## src/rtl/kwdt_pkg.sv

```systemverilog
// Shared types and constants for the keyed watchdog timer.
package kwdt_pkg;

    localparam logic [1:0] FUNC_TICK  = 2'd0;
    localparam logic [1:0] FUNC_WRITE = 2'd1;
    localparam logic [1:0] FUNC_READ  = 2'd2;

    localparam logic [1:0] REG_CTRL    = 2'd0;
    localparam logic [1:0] REG_COUNT   = 2'd1;
    localparam logic [1:0] REG_TIMEOUT = 2'd2;
    localparam logic [1:0] REG_WINDOW  = 2'd3;

    localparam logic [31:0] KEY_UNLOCK  = 32'hD928_C520;
    localparam logic [31:0] KEY_REFRESH = 32'hB480_A602;

    localparam int CTRL_UPDATE   = 5;
    localparam int CTRL_ENABLE   = 7;
    localparam int CTRL_CLKSEL   = 8;
    localparam int CTRL_RECONFIG = 10;
    localparam int CTRL_UNLOCKED = 11;
    localparam int CTRL_PRESCALE = 12;
    localparam int CTRL_CMD32    = 13;
    localparam int CTRL_FLAG     = 14;

    localparam int DATA_W  = 32;
    localparam int COUNT_W = 16;
    localparam int PRE_W   = 8;
    localparam int WIN_W   = 8;
    localparam int OUT_TDATA_W = 40;

    typedef struct packed {
        logic [1:0]        func;
        logic [1:0]        reg_index;
        logic [DATA_W-1:0] write_data;
    } t_item;

    typedef struct packed {
        logic [DATA_W-1:0] read_data;
        logic              timeout_reset;
        logic              write_ignored;
    } t_result;

endpackage

```

## src/rtl/keyed_watchdog_timer.sv

```systemverilog
// A transaction is held in the input register, and its result is then held in the result register.
// Throughput: one transaction per cycle unless the result port stalls, set by the single
// register-to-register update of the watchdog state between the input and result registers.
// The result register holds under backpressure while the input register still takes one more.
// Reset (synchronous, active low) empties both registers and restores all watchdog registers.
module keyed_watchdog_timer
    import kwdt_pkg::*;
#(
    parameter int UNLOCK_WINDOW  = 255,
    parameter int PRESCALE_RATIO = 256
) (
    input  logic                   i_clk,
    input  logic                   i_rst_n,
    input  logic                   i_s_axis_tvalid,
    output logic                   o_s_axis_tready,
    // [31:0] write_data
    input  logic [DATA_W-1:0]      i_s_axis_tdata,
    // [1:0] func, [3:2] reg_index
    input  logic [3:0]             i_s_axis_tuser,
    output logic                   o_m_axis_tvalid,
    input  logic                   i_m_axis_tready,
    // [31:0] read_data, [32] timeout_reset, [33] write_ignored, [39:34] zero
    output logic [OUT_TDATA_W-1:0] o_m_axis_tdata
);

    logic    r_in_valid;
    t_item   r_item;
    logic    r_out_valid;
    t_result r_result;
    t_result core_result;
    logic    fire;

    assign fire            = r_in_valid && (!r_out_valid || i_m_axis_tready);
    assign o_s_axis_tready = !r_in_valid || fire;

    always_ff @(posedge i_clk) begin
        if (!i_rst_n) begin
            r_in_valid <= 1'b0;
        end else if (o_s_axis_tready) begin
            r_in_valid <= i_s_axis_tvalid;
        end
    end

    always_ff @(posedge i_clk) begin
        if (o_s_axis_tready && i_s_axis_tvalid) begin
            r_item.func       <= i_s_axis_tuser[1:0];
            r_item.reg_index  <= i_s_axis_tuser[3:2];
            r_item.write_data <= i_s_axis_tdata;
        end
    end

    kwdt_core #(
        .UNLOCK_WINDOW  (UNLOCK_WINDOW),
        .PRESCALE_RATIO (PRESCALE_RATIO)
    ) u_core (
        .i_clk    (i_clk),
        .i_rst_n  (i_rst_n),
        .i_fire   (fire),
        .i_item   (r_item),
        .o_result (core_result)
    );

    always_ff @(posedge i_clk) begin
        if (!i_rst_n) begin
            r_out_valid <= 1'b0;
        end else if (fire) begin
            r_out_valid <= 1'b1;
        end else if (i_m_axis_tready) begin
            r_out_valid <= 1'b0;
        end
    end

    always_ff @(posedge i_clk) begin
        if (fire) begin
            r_result <= core_result;
        end
    end

    assign o_m_axis_tvalid = r_out_valid;
    assign o_m_axis_tdata  = {6'b0, r_result.write_ignored, r_result.timeout_reset,
                              r_result.read_data};

endmodule

```

## src/rtl/kwdt_core.sv

```systemverilog
// Watchdog register file, unlock sequencing and counter update for one transaction.
module kwdt_core
    import kwdt_pkg::*;
#(
    parameter int UNLOCK_WINDOW  = 255,
    parameter int PRESCALE_RATIO = 256
) (
    input  logic    i_clk,
    input  logic    i_rst_n,
    input  logic    i_fire,
    input  t_item   i_item,
    output t_result o_result
);

    localparam logic [PRE_W-1:0] PreLast    = PRE_W'(PRESCALE_RATIO - 1);
    localparam logic [WIN_W-1:0] WindowLoad = WIN_W'(UNLOCK_WINDOW);

    logic               r_enable, n_enable;
    logic               r_update, n_update;
    logic               r_prescale, n_prescale;
    logic               r_cmd32, n_cmd32;
    logic [1:0]         r_clksel, n_clksel;
    logic               r_unlocked, n_unlocked;
    logic               r_reconfig, n_reconfig;
    logic               r_flag, n_flag;
    logic [COUNT_W-1:0] r_count, n_count;
    logic [COUNT_W-1:0] r_timeout, n_timeout;
    logic [COUNT_W-1:0] r_window, n_window;
    logic [PRE_W-1:0]   r_pre_cnt, n_pre_cnt;
    logic [WIN_W-1:0]   r_win_left, n_win_left;

    logic [DATA_W-1:0] ctrl_word;
    logic              advance;

    always_comb begin
        ctrl_word = '0;
        ctrl_word[CTRL_UPDATE]            = r_update;
        ctrl_word[CTRL_ENABLE]            = r_enable;
        ctrl_word[CTRL_CLKSEL+1:CTRL_CLKSEL] = r_clksel;
        ctrl_word[CTRL_RECONFIG]          = r_reconfig;
        ctrl_word[CTRL_UNLOCKED]          = r_unlocked;
        ctrl_word[CTRL_PRESCALE]          = r_prescale;
        ctrl_word[CTRL_CMD32]             = r_cmd32;
        ctrl_word[CTRL_FLAG]              = r_flag;
    end

    always_comb begin
        n_enable   = r_enable;
        n_update   = r_update;
        n_prescale = r_prescale;
        n_cmd32    = r_cmd32;
        n_clksel   = r_clksel;
        n_unlocked = r_unlocked;
        n_reconfig = r_reconfig;
        n_flag     = r_flag;
        n_count    = r_count;
        n_timeout  = r_timeout;
        n_window   = r_window;
        n_pre_cnt  = r_pre_cnt;
        n_win_left = r_win_left;
        advance    = 1'b0;
        o_result   = '0;

        unique case (i_item.func)
            FUNC_TICK: begin
                if (r_unlocked) begin
                    n_win_left = r_win_left - 1'b1;
                    if (n_win_left == '0) begin
                        n_unlocked = 1'b0;
                    end
                end
                if (r_enable) begin
                    advance = 1'b1;
                    if (r_prescale) begin
                        if (r_pre_cnt >= PreLast) begin
                            n_pre_cnt = '0;
                        end else begin
                            n_pre_cnt = r_pre_cnt + 1'b1;
                            advance   = 1'b0;
                        end
                    end
                end
                if (advance) begin
                    if (r_count >= r_timeout) begin
                        n_flag   = 1'b1;
                        n_count  = '0;
                        o_result.timeout_reset = 1'b1;
                    end else begin
                        n_count = r_count + 1'b1;
                    end
                end
            end
            FUNC_WRITE: begin
                if (i_item.reg_index == REG_COUNT) begin
                    if (i_item.write_data == KEY_UNLOCK) begin
                        n_unlocked = 1'b1;
                        n_win_left = WindowLoad;
                        n_reconfig = 1'b0;
                    end else if (i_item.write_data == KEY_REFRESH && r_cmd32) begin
                        n_count = '0;
                    end
                end else if (!r_unlocked) begin
                    o_result.write_ignored = 1'b1;
                end else begin
                    if (i_item.reg_index == REG_CTRL) begin
                        n_update   = i_item.write_data[CTRL_UPDATE];
                        n_enable   = i_item.write_data[CTRL_ENABLE];
                        n_clksel   = i_item.write_data[CTRL_CLKSEL+1:CTRL_CLKSEL];
                        n_prescale = i_item.write_data[CTRL_PRESCALE];
                        n_cmd32    = i_item.write_data[CTRL_CMD32];
                        if (i_item.write_data[CTRL_FLAG]) begin
                            n_flag = 1'b0;
                        end
                    end else if (i_item.reg_index == REG_TIMEOUT) begin
                        n_timeout = i_item.write_data[COUNT_W-1:0];
                    end else begin
                        n_window = i_item.write_data[COUNT_W-1:0];
                    end
                    n_reconfig = 1'b1;
                    n_unlocked = 1'b0;
                    n_win_left = '0;
                end
            end
            FUNC_READ: begin
                unique case (i_item.reg_index)
                    REG_CTRL:    o_result.read_data = ctrl_word;
                    REG_COUNT:   o_result.read_data = DATA_W'(r_count);
                    REG_TIMEOUT: o_result.read_data = DATA_W'(r_timeout);
                    REG_WINDOW:  o_result.read_data = DATA_W'(r_window);
                    default:     o_result.read_data = '0;
                endcase
            end
            default: begin
                o_result = '0;
            end
        endcase
    end

    always_ff @(posedge i_clk) begin
        if (!i_rst_n) begin
            r_enable   <= 1'b0;
            r_update   <= 1'b1;
            r_prescale <= 1'b0;
            r_cmd32    <= 1'b1;
            r_clksel   <= '0;
            r_unlocked <= 1'b0;
            r_reconfig <= 1'b0;
            r_flag     <= 1'b0;
            r_count    <= '0;
            r_timeout  <= '1;
            r_window   <= '0;
            r_pre_cnt  <= '0;
            r_win_left <= '0;
        end else if (i_fire) begin
            r_enable   <= n_enable;
            r_update   <= n_update;
            r_prescale <= n_prescale;
            r_cmd32    <= n_cmd32;
            r_clksel   <= n_clksel;
            r_unlocked <= n_unlocked;
            r_reconfig <= n_reconfig;
            r_flag     <= n_flag;
            r_count    <= n_count;
            r_timeout  <= n_timeout;
            r_window   <= n_window;
            r_pre_cnt  <= n_pre_cnt;
            r_win_left <= n_win_left;
        end
    end

endmodule

```

## config.mk

```make
export PLATFORM = sky130hd
export DESIGN_NAME = keyed_watchdog_timer
export DESIGN_NICKNAME = d
export VERILOG_FILES = /design/src/rtl/kwdt_pkg.sv /design/src/rtl/keyed_watchdog_timer.sv /design/src/rtl/kwdt_core.sv
export SDC_FILE = /design/constraint.sdc
export NUM_CORES = 1
export LEC_CHECK = 0
export BUFFER_PORTS_ARGS = -buffer_cell sky130_fd_sc_hd__buf_4
export CAP_MARGIN = 5
export CORE_MARGIN = 2
export CORE_UTILIZATION = 40
export DETAILED_ROUTE_END_ITERATION = 6
export SLEW_MARGIN = 20
export SYNTH_ARGS = -nofsm -noshare
export SYNTH_HDL_FRONTEND = slang
export SYNTH_SLANG_ARGS = --single-unit
```

## constraint.sdc

```tcl
create_clock -name i_clk -period 5.28 [get_ports i_clk]
set_input_delay 0.264 -clock i_clk [delete_from_list [all_inputs] [get_ports i_clk]]
set_output_delay 0.264 -clock i_clk [all_outputs]
set_load 0.005 [all_outputs]
```

# Word level (Yosys, flattened, before mapping)
# Cells that the tools add are included.
[totals]
register_bits = 145
word_cells = 110
out_inout_bits = 42
[classes]
n_eq_ne = 20
add_sub_neg = 3
muxes = 36
bitwise_logic = 4
n_reduce_logical = 24
order_cmp = 2
[ops]
columns = ["op", "n"]
rows = [
  ["case mux 32 bit (4 select lines)", 1],
  ["two-way mux 16 bit", 5],
  ["equality test 32 bit (second input constant)", 2],
  ["two-way mux 8 bit", 5],
  ["case mux 16 bit (2 select lines)", 1],
  ["two-way mux 1 bit", 21],
  ["AND reduction 6 bit", 3],
  ["adder 16 x 1 -> 16 bit (second input constant)", 1],
  [">= comparator 16 bit", 1],
  ["case mux 8 bit (2 select lines)", 1],
  ["!= test 2 x 1 -> 1 bit (second input constant)", 7],
  ["AND reduction 5 bit", 2],
  ["adder 8 x 1 -> 8 bit (second input constant)", 1],
  [">= comparator 8 bit (second input constant)", 1],
  ["logical NOT 8 bit", 1],
  ["!= test 2 bit (second input constant)", 4],
  ["AND reduction 4 bit", 2],
  ["AND reduction 8 bit", 1],
  ["subtractor 8 x 1 -> 8 bit (second input constant)", 1],
  ["equality test 2 bit (second input constant)", 3],
  ["nonzero test 2 bit", 3],
  ["equality test 2 x 1 -> 1 bit (second input constant)", 2],
  ["logical NOT 2 bit", 2],
  ["NOT 1 bit", 4],
  ["other kinds (9)", 14],
]

# Longest topological paths before layout
[depth]
ltp_word = 7
ltp_mapped = 8

# Hierarchy
# A second synthesis with hierarchy kept.
[hier_totals]
hier_cells = 649
hier_area_um2 = 6650.1
[by_module_without_submodules]
columns = ["mod", "area_each_um2", "cells_per_inst", "n_inst"]
rows = [
  ["kwdt_core", 4395.5, 563, 1],
  ["keyed_watchdog_timer", 2254.7, 86, 1],
]

# Worst setup path before layout
# Ideal clock, no wire load.
[synth_timing]
path_type = "flip-flop to flip-flop"
start = "register u_core.r_count[0]"
end = "register u_core.r_count[2]"
arrival_ps = 2051
synth_period_minus_slack_ps = 2109
setup_time_ps = 58
path_stages_with_launch = 9
n_path_buf = 0
slack_ps = 3171
required_time_ps = 5222
path_cell_list = "dfxtp_1 inv_1 ha_1 nand2b_1 a2111o_1 a32oi_1 nand4_2 nor3b_1 a211o_1"
[synth_between]
elab_chain_len = 4
word_cells_on_any_way = 5
classes_between = "add/sub (1); order compare (1); mux (3)"
[synth_rtl]
columns = ["item", "line_no", "rtl"]
rows = [
  ["start: declaration", "kwdt_core.sv:26", "logic [COUNT_W-1:0] r_count, n_count;"],
  ["start signal: assignment", "kwdt_core.sv:163", "r_count <= n_count;"],
  ["adder 16 x 1 -> 16 bit or >= comparator 16 bit (tied branches)", "kwdt_core.sv:89, kwdt_core.sv:84", ""],
  ["two-way mux 16 bit *", "kwdt_core.sv:84", "if (r_count >= r_timeout) begin"],
  ["two-way mux 16 bit *", "kwdt_core.sv:83", "if (advance) begin"],
  ["case mux 16 bit (2 select lines) *", "kwdt_core.sv:64", "unique case (i_item.func)"],
]
# Mark *: on every way between the ends. The rest lies on a longest branch, timed or not. The select of a mux whose other input is x is not followed.
# A chain may end at the register's enable or synchronous reset.

# Worst setup path after layout
[layout_timing]
start = "register r_item[33] in the netlist's numbering"
end = "register u_core.r_count[2]"
[layout_between]
elab_chain_len = 3
[layout_rtl]
columns = ["item", "line_no", "rtl"]
rows = [
  ["start: declaration", "keyed_watchdog_timer.sv:27", "t_item r_item;"],
  ["equality test 2 x 1 -> 1 bit", "kwdt_core.sv:94", "if (i_item.reg_index == REG_COUNT) begin"],
  ["!= test 2 x 1 -> 1 bit (no source line)", "n/a", ""],
  ["AND reduction 6 bit (no source line)", "n/a", ""],
]
# No other way between the ends.

==> impl_metrics.py <==
metrics = {
    "critical_path": {
        "startpoint": "r_item[33]$_DFFE_PP_",
        "worstPathArrival_ns": 3.12,
        "cp_max_fo": 24,
        "critPathLaunchType": "flip-flop",
        "cp-end-kind": "flip-flop",
        "timing.rr.end": "u_core.r_count[2]$_SDFFE_PN0P_",
        "worst-setup-path-type": "flip-flop to flip-flop",
        "r2r_cells": 6,
        "regToRegSetupSlack_ns": 2.46,
        "crit_required_ns": 5.59,
        "r2r_start": "r_item[33]$_DFFE_PP_",
    },
    "route": {
        "ant_nets": 0,
        "drt-initial-drc-count": 399,
        "drc_errors": 0,
        "vias": 4543,
        "vias_per_cell": 5.38,
        "wirelength_mm": 13.7,
        "avgRoutedWirePerCell_um": 16.2,
        "dr.pass1.iters": 6,
    },
    "logic_synthesis": {
        "ys_ff_latch": 129,
        "synth-main-ff-cell": "dfxtp_1",
        "synth-edff-count": 54,
        "synth_area_leaders": "edfxtp_1 (27%), dfxtp_1 (25%), ha_1 (5.0%)",
        "yosysTopAreaCell": "edfxtp_1",
        "synth_common_cells": "dfxtp_1 (75), nor2_1 (75), edfxtp_1 (54)",
        "yosysWarnings": 0,
        "async_reset_ff_share_pct": 0,
        "synth_cells": 590,
        "synthDistinctLibCells": 65,
        "ys_seq_area_share_pct": 51.7,
        "synth_top_area_share_pct": 26.8,
        "synth_area_per_cell_sq_um": 10.2,
        "netlist_area_sq_mm": 0.00604,
    },
    "run_status": {
        "status": "finished clean",
    },
    "pwr": {
        "clockPowerShare_pct": 50.7,
        "internal_power_mw": 1.93,
        "power_density_mw_per_mm2": 337,
        "share_seq_of_total_power_pct": 44.7,
        "p_comb_share_pct": 4.6,
        "ir_drop_v": 0.000223,
        "power_mw": 2.42,
        "switching_share_pct": 20.4,
        "netSwitchingPower_mw": 0.496,
        "p_leak_nw": 2.85,
    },
    "cts": {
        "cts_resized": 0,
        "cts.sinks": 129,
        "clock_path_buffers": 2,
        "cts-root-buf": "clkbuf_16",
        "clkTransAtPathRegs_ns": 0.06,
        "cts_setup_buffers": 0,
        "htree_levels": 4,
        "clk_latency_ns": 0.42,
        "cts_tree": "built",
        "cts_made_buffers": 17,
        "ctsHoldBuffers": 0,
    },
    "die": {
        "die_w_um": 127,
        "dieArea_sq_mm": 0.0161,
        "core_area_sq_mm": 0.0146,
        "num_rows": 44,
        "num_io_pins": 82,
        "fp.dieH_um": 127,
        "initial_core_util_pct": 41.3,
    },
    "cells_and_area": {
        "layout.cells.non_filler": 844,
        "multi_input_comb_area_sq_mm": 0.00264,
        "finish.utilization_pct": 49.1,
        "final_layout_size_suffix_gt1_share_pct": 15.8,
        "syn2layout_area_growth_pct": 18.9,
        "nFillCells": 1314,
        "fin_nets": 711,
        "antenna_cells": 0,
        "seq_area_sq_mm": 0.00312,
    },
    "sta": {
        "slew_headroom_pct": 34.3,
        "fin_skew_ns": 0.00485,
        "rsz0062_at_grt": "false",
        "period_share_pct": 53.3,
        "setup_viol": 0,
        "min_period_ns": 2.82,
        "tightestPinTransition_ns": 0.985,
        "fmax_mhz": 355,
        "slew_violations": 0,
        "finalSetupTns_ns": 0,
        "finalHoldViolations": 0,
    },
    "placement": {
        "dpl.hpwl_mm": 9.98,
        "gp_congestion": 0.836,
        "io_buffers": 59,
        "dp.cells": 812,
    },
    "min_path": {
        "hold_class": "input pin to flip-flop",
        "hold_depth": 1,
        "hold_start": "i_s_axis_tdata[29]",
        "hold_end": "r_item[29]$_DFFE_PP_",
    },
    "global_routing": {
        "grt.total_usage_pct": 17.8,
        "grt_max_degree": 37,
        "grt-ovfl-total": 0,
        "antenna_found_initial": 0,
        "first_global_vias": 4435,
        "grt_pass1_wl_mm": 22.5,
    },
    "flow_run": {
        "cap_violations": 0,
    },
}
[flip-flops by register name, indices dropped and copies added (netlist names), 2 cells and up]
name               flops
r_item                36
o_m_axis_tdata        18
u_core.r_count        16
u_core.r_timeout      16
u_core.r_window       16
u_core.r_pre_cnt       8
u_core.r_win_left      8
u_core.r_clksel        2
[critical path, stage by stage, from the launching register on]
cell and delay, ns:
edfxtp_1 0.41, inv_1 0.10, ha_1 0.81, nand4_1 0.34, nor4_4 0.61, nor3_4 0.12, a211o_1 0.32
[layout make-up]
class                      instances  area share, %
clock buffer                      23           6.51
clock inverter                     9           2.18
multi-input combinational        409           36.7
timing repair buffer              63           6.58
sequential                       129           43.5
inverter                          27           1.41
tap                              184           3.20
[power by group through the flow]
stage	clock (mW)	sequential, mW	combinational, mW
after global placement	0	1.10	0.110
after detailed placement	0	1.10	0.111
after global routing	1.29	1.09	0.122
after CTS	1.25	1.08	0.112
final	1.23	1.08	0.112
after floorplan	0	1.10	0.0705
[routing by layer]
metal / part of all wire (%) / GRT usage [%]
met5: 0 / 0
met4: 1.8 / 6.85
met3: 7.1 / 4.09
met2: 46 / 28.3
met1: 45 / 23.7
[metrics by stage]
step                cell area (sq um)  hold slack [ns]  worst slack, ns
finish                           7190           0.0188             2.46
global route                     7190          0.00122             2.18
CTS                              7190          0.00273             2.51
detailed placement               6560            0.443             2.51
global placement                 6560            0.442             2.58
floorplan                        6120            0.363             3.17
[worst max-delay path by stage]
stage / to / cells after the start
after floorplan: u_core.r_count[2]$_SDFFE_PN0P_ / 8
after global placement: u_core.r_count[2]$_SDFFE_PN0P_ / 6
after detailed placement: u_core.r_count[2]$_SDFFE_PN0P_ / 6
after CTS: u_core.r_count[2]$_SDFFE_PN0P_ / 6
after global routing: u_core.r_win_left[4]$_SDFFE_PN0P_ / 6
final: u_core.r_count[2]$_SDFFE_PN0P_ / 6
[placed cells by master (no fill, tap or decap), types with 3 or more instances in the layout]
| cell type | count |
|---|---|
| nor2_1 | 75 |
| dfxtp_1 | 75 |
| buf_4 | 63 |
| edfxtp_1 | 54 |
| nand2_1 | 53 |
| a21oi_1 | 27 |
| inv_1 | 27 |
| mux2i_1 | 24 |
| ha_1 | 24 |
| conb_1 | 22 |
| o211ai_1 | 18 |
| clkbuf_16 | 17 |
| o21ai_0 | 16 |
| a222oi_1 | 16 |
| nor3_1 | 12 |
| xor2_1 | 12 |
| nand3_1 | 9 |
| nand4_1 | 9 |
| nand2b_1 | 7 |
| nor2b_1 | 7 |
| xnor2_1 | 6 |
| nor4bb_1 | 5 |
| and3_1 | 5 |
| and2_1 | 4 |
| clkbuf_1 | 4 |
| bufinv_16 | 4 |
| nor4_1 | 3 |
| nor4b_1 | 3 |
| or3_1 | 3 |
[cells by family (layout without fill, tap and decap cells)]
kind of cell | Yosys count | after routing | synth area share (%)
buffers and inverters | 73 | 122 | 6.17
multiplexers | 24 | 24 | 3.98
AND/OR/NAND/NOR | 214 | 214 | 18.1
adder cells (fa/ha/maj) | 24 | 24 | 4.97
AO/OA/AOI/OAI | 107 | 107 | 12.5
other | 1 | 22 | 0.0621
XOR/XNOR | 18 | 18 | 2.61
flip-flops | 129 | 129 | 51.7
Note: power is estimated with default switching activity, not from simulation.
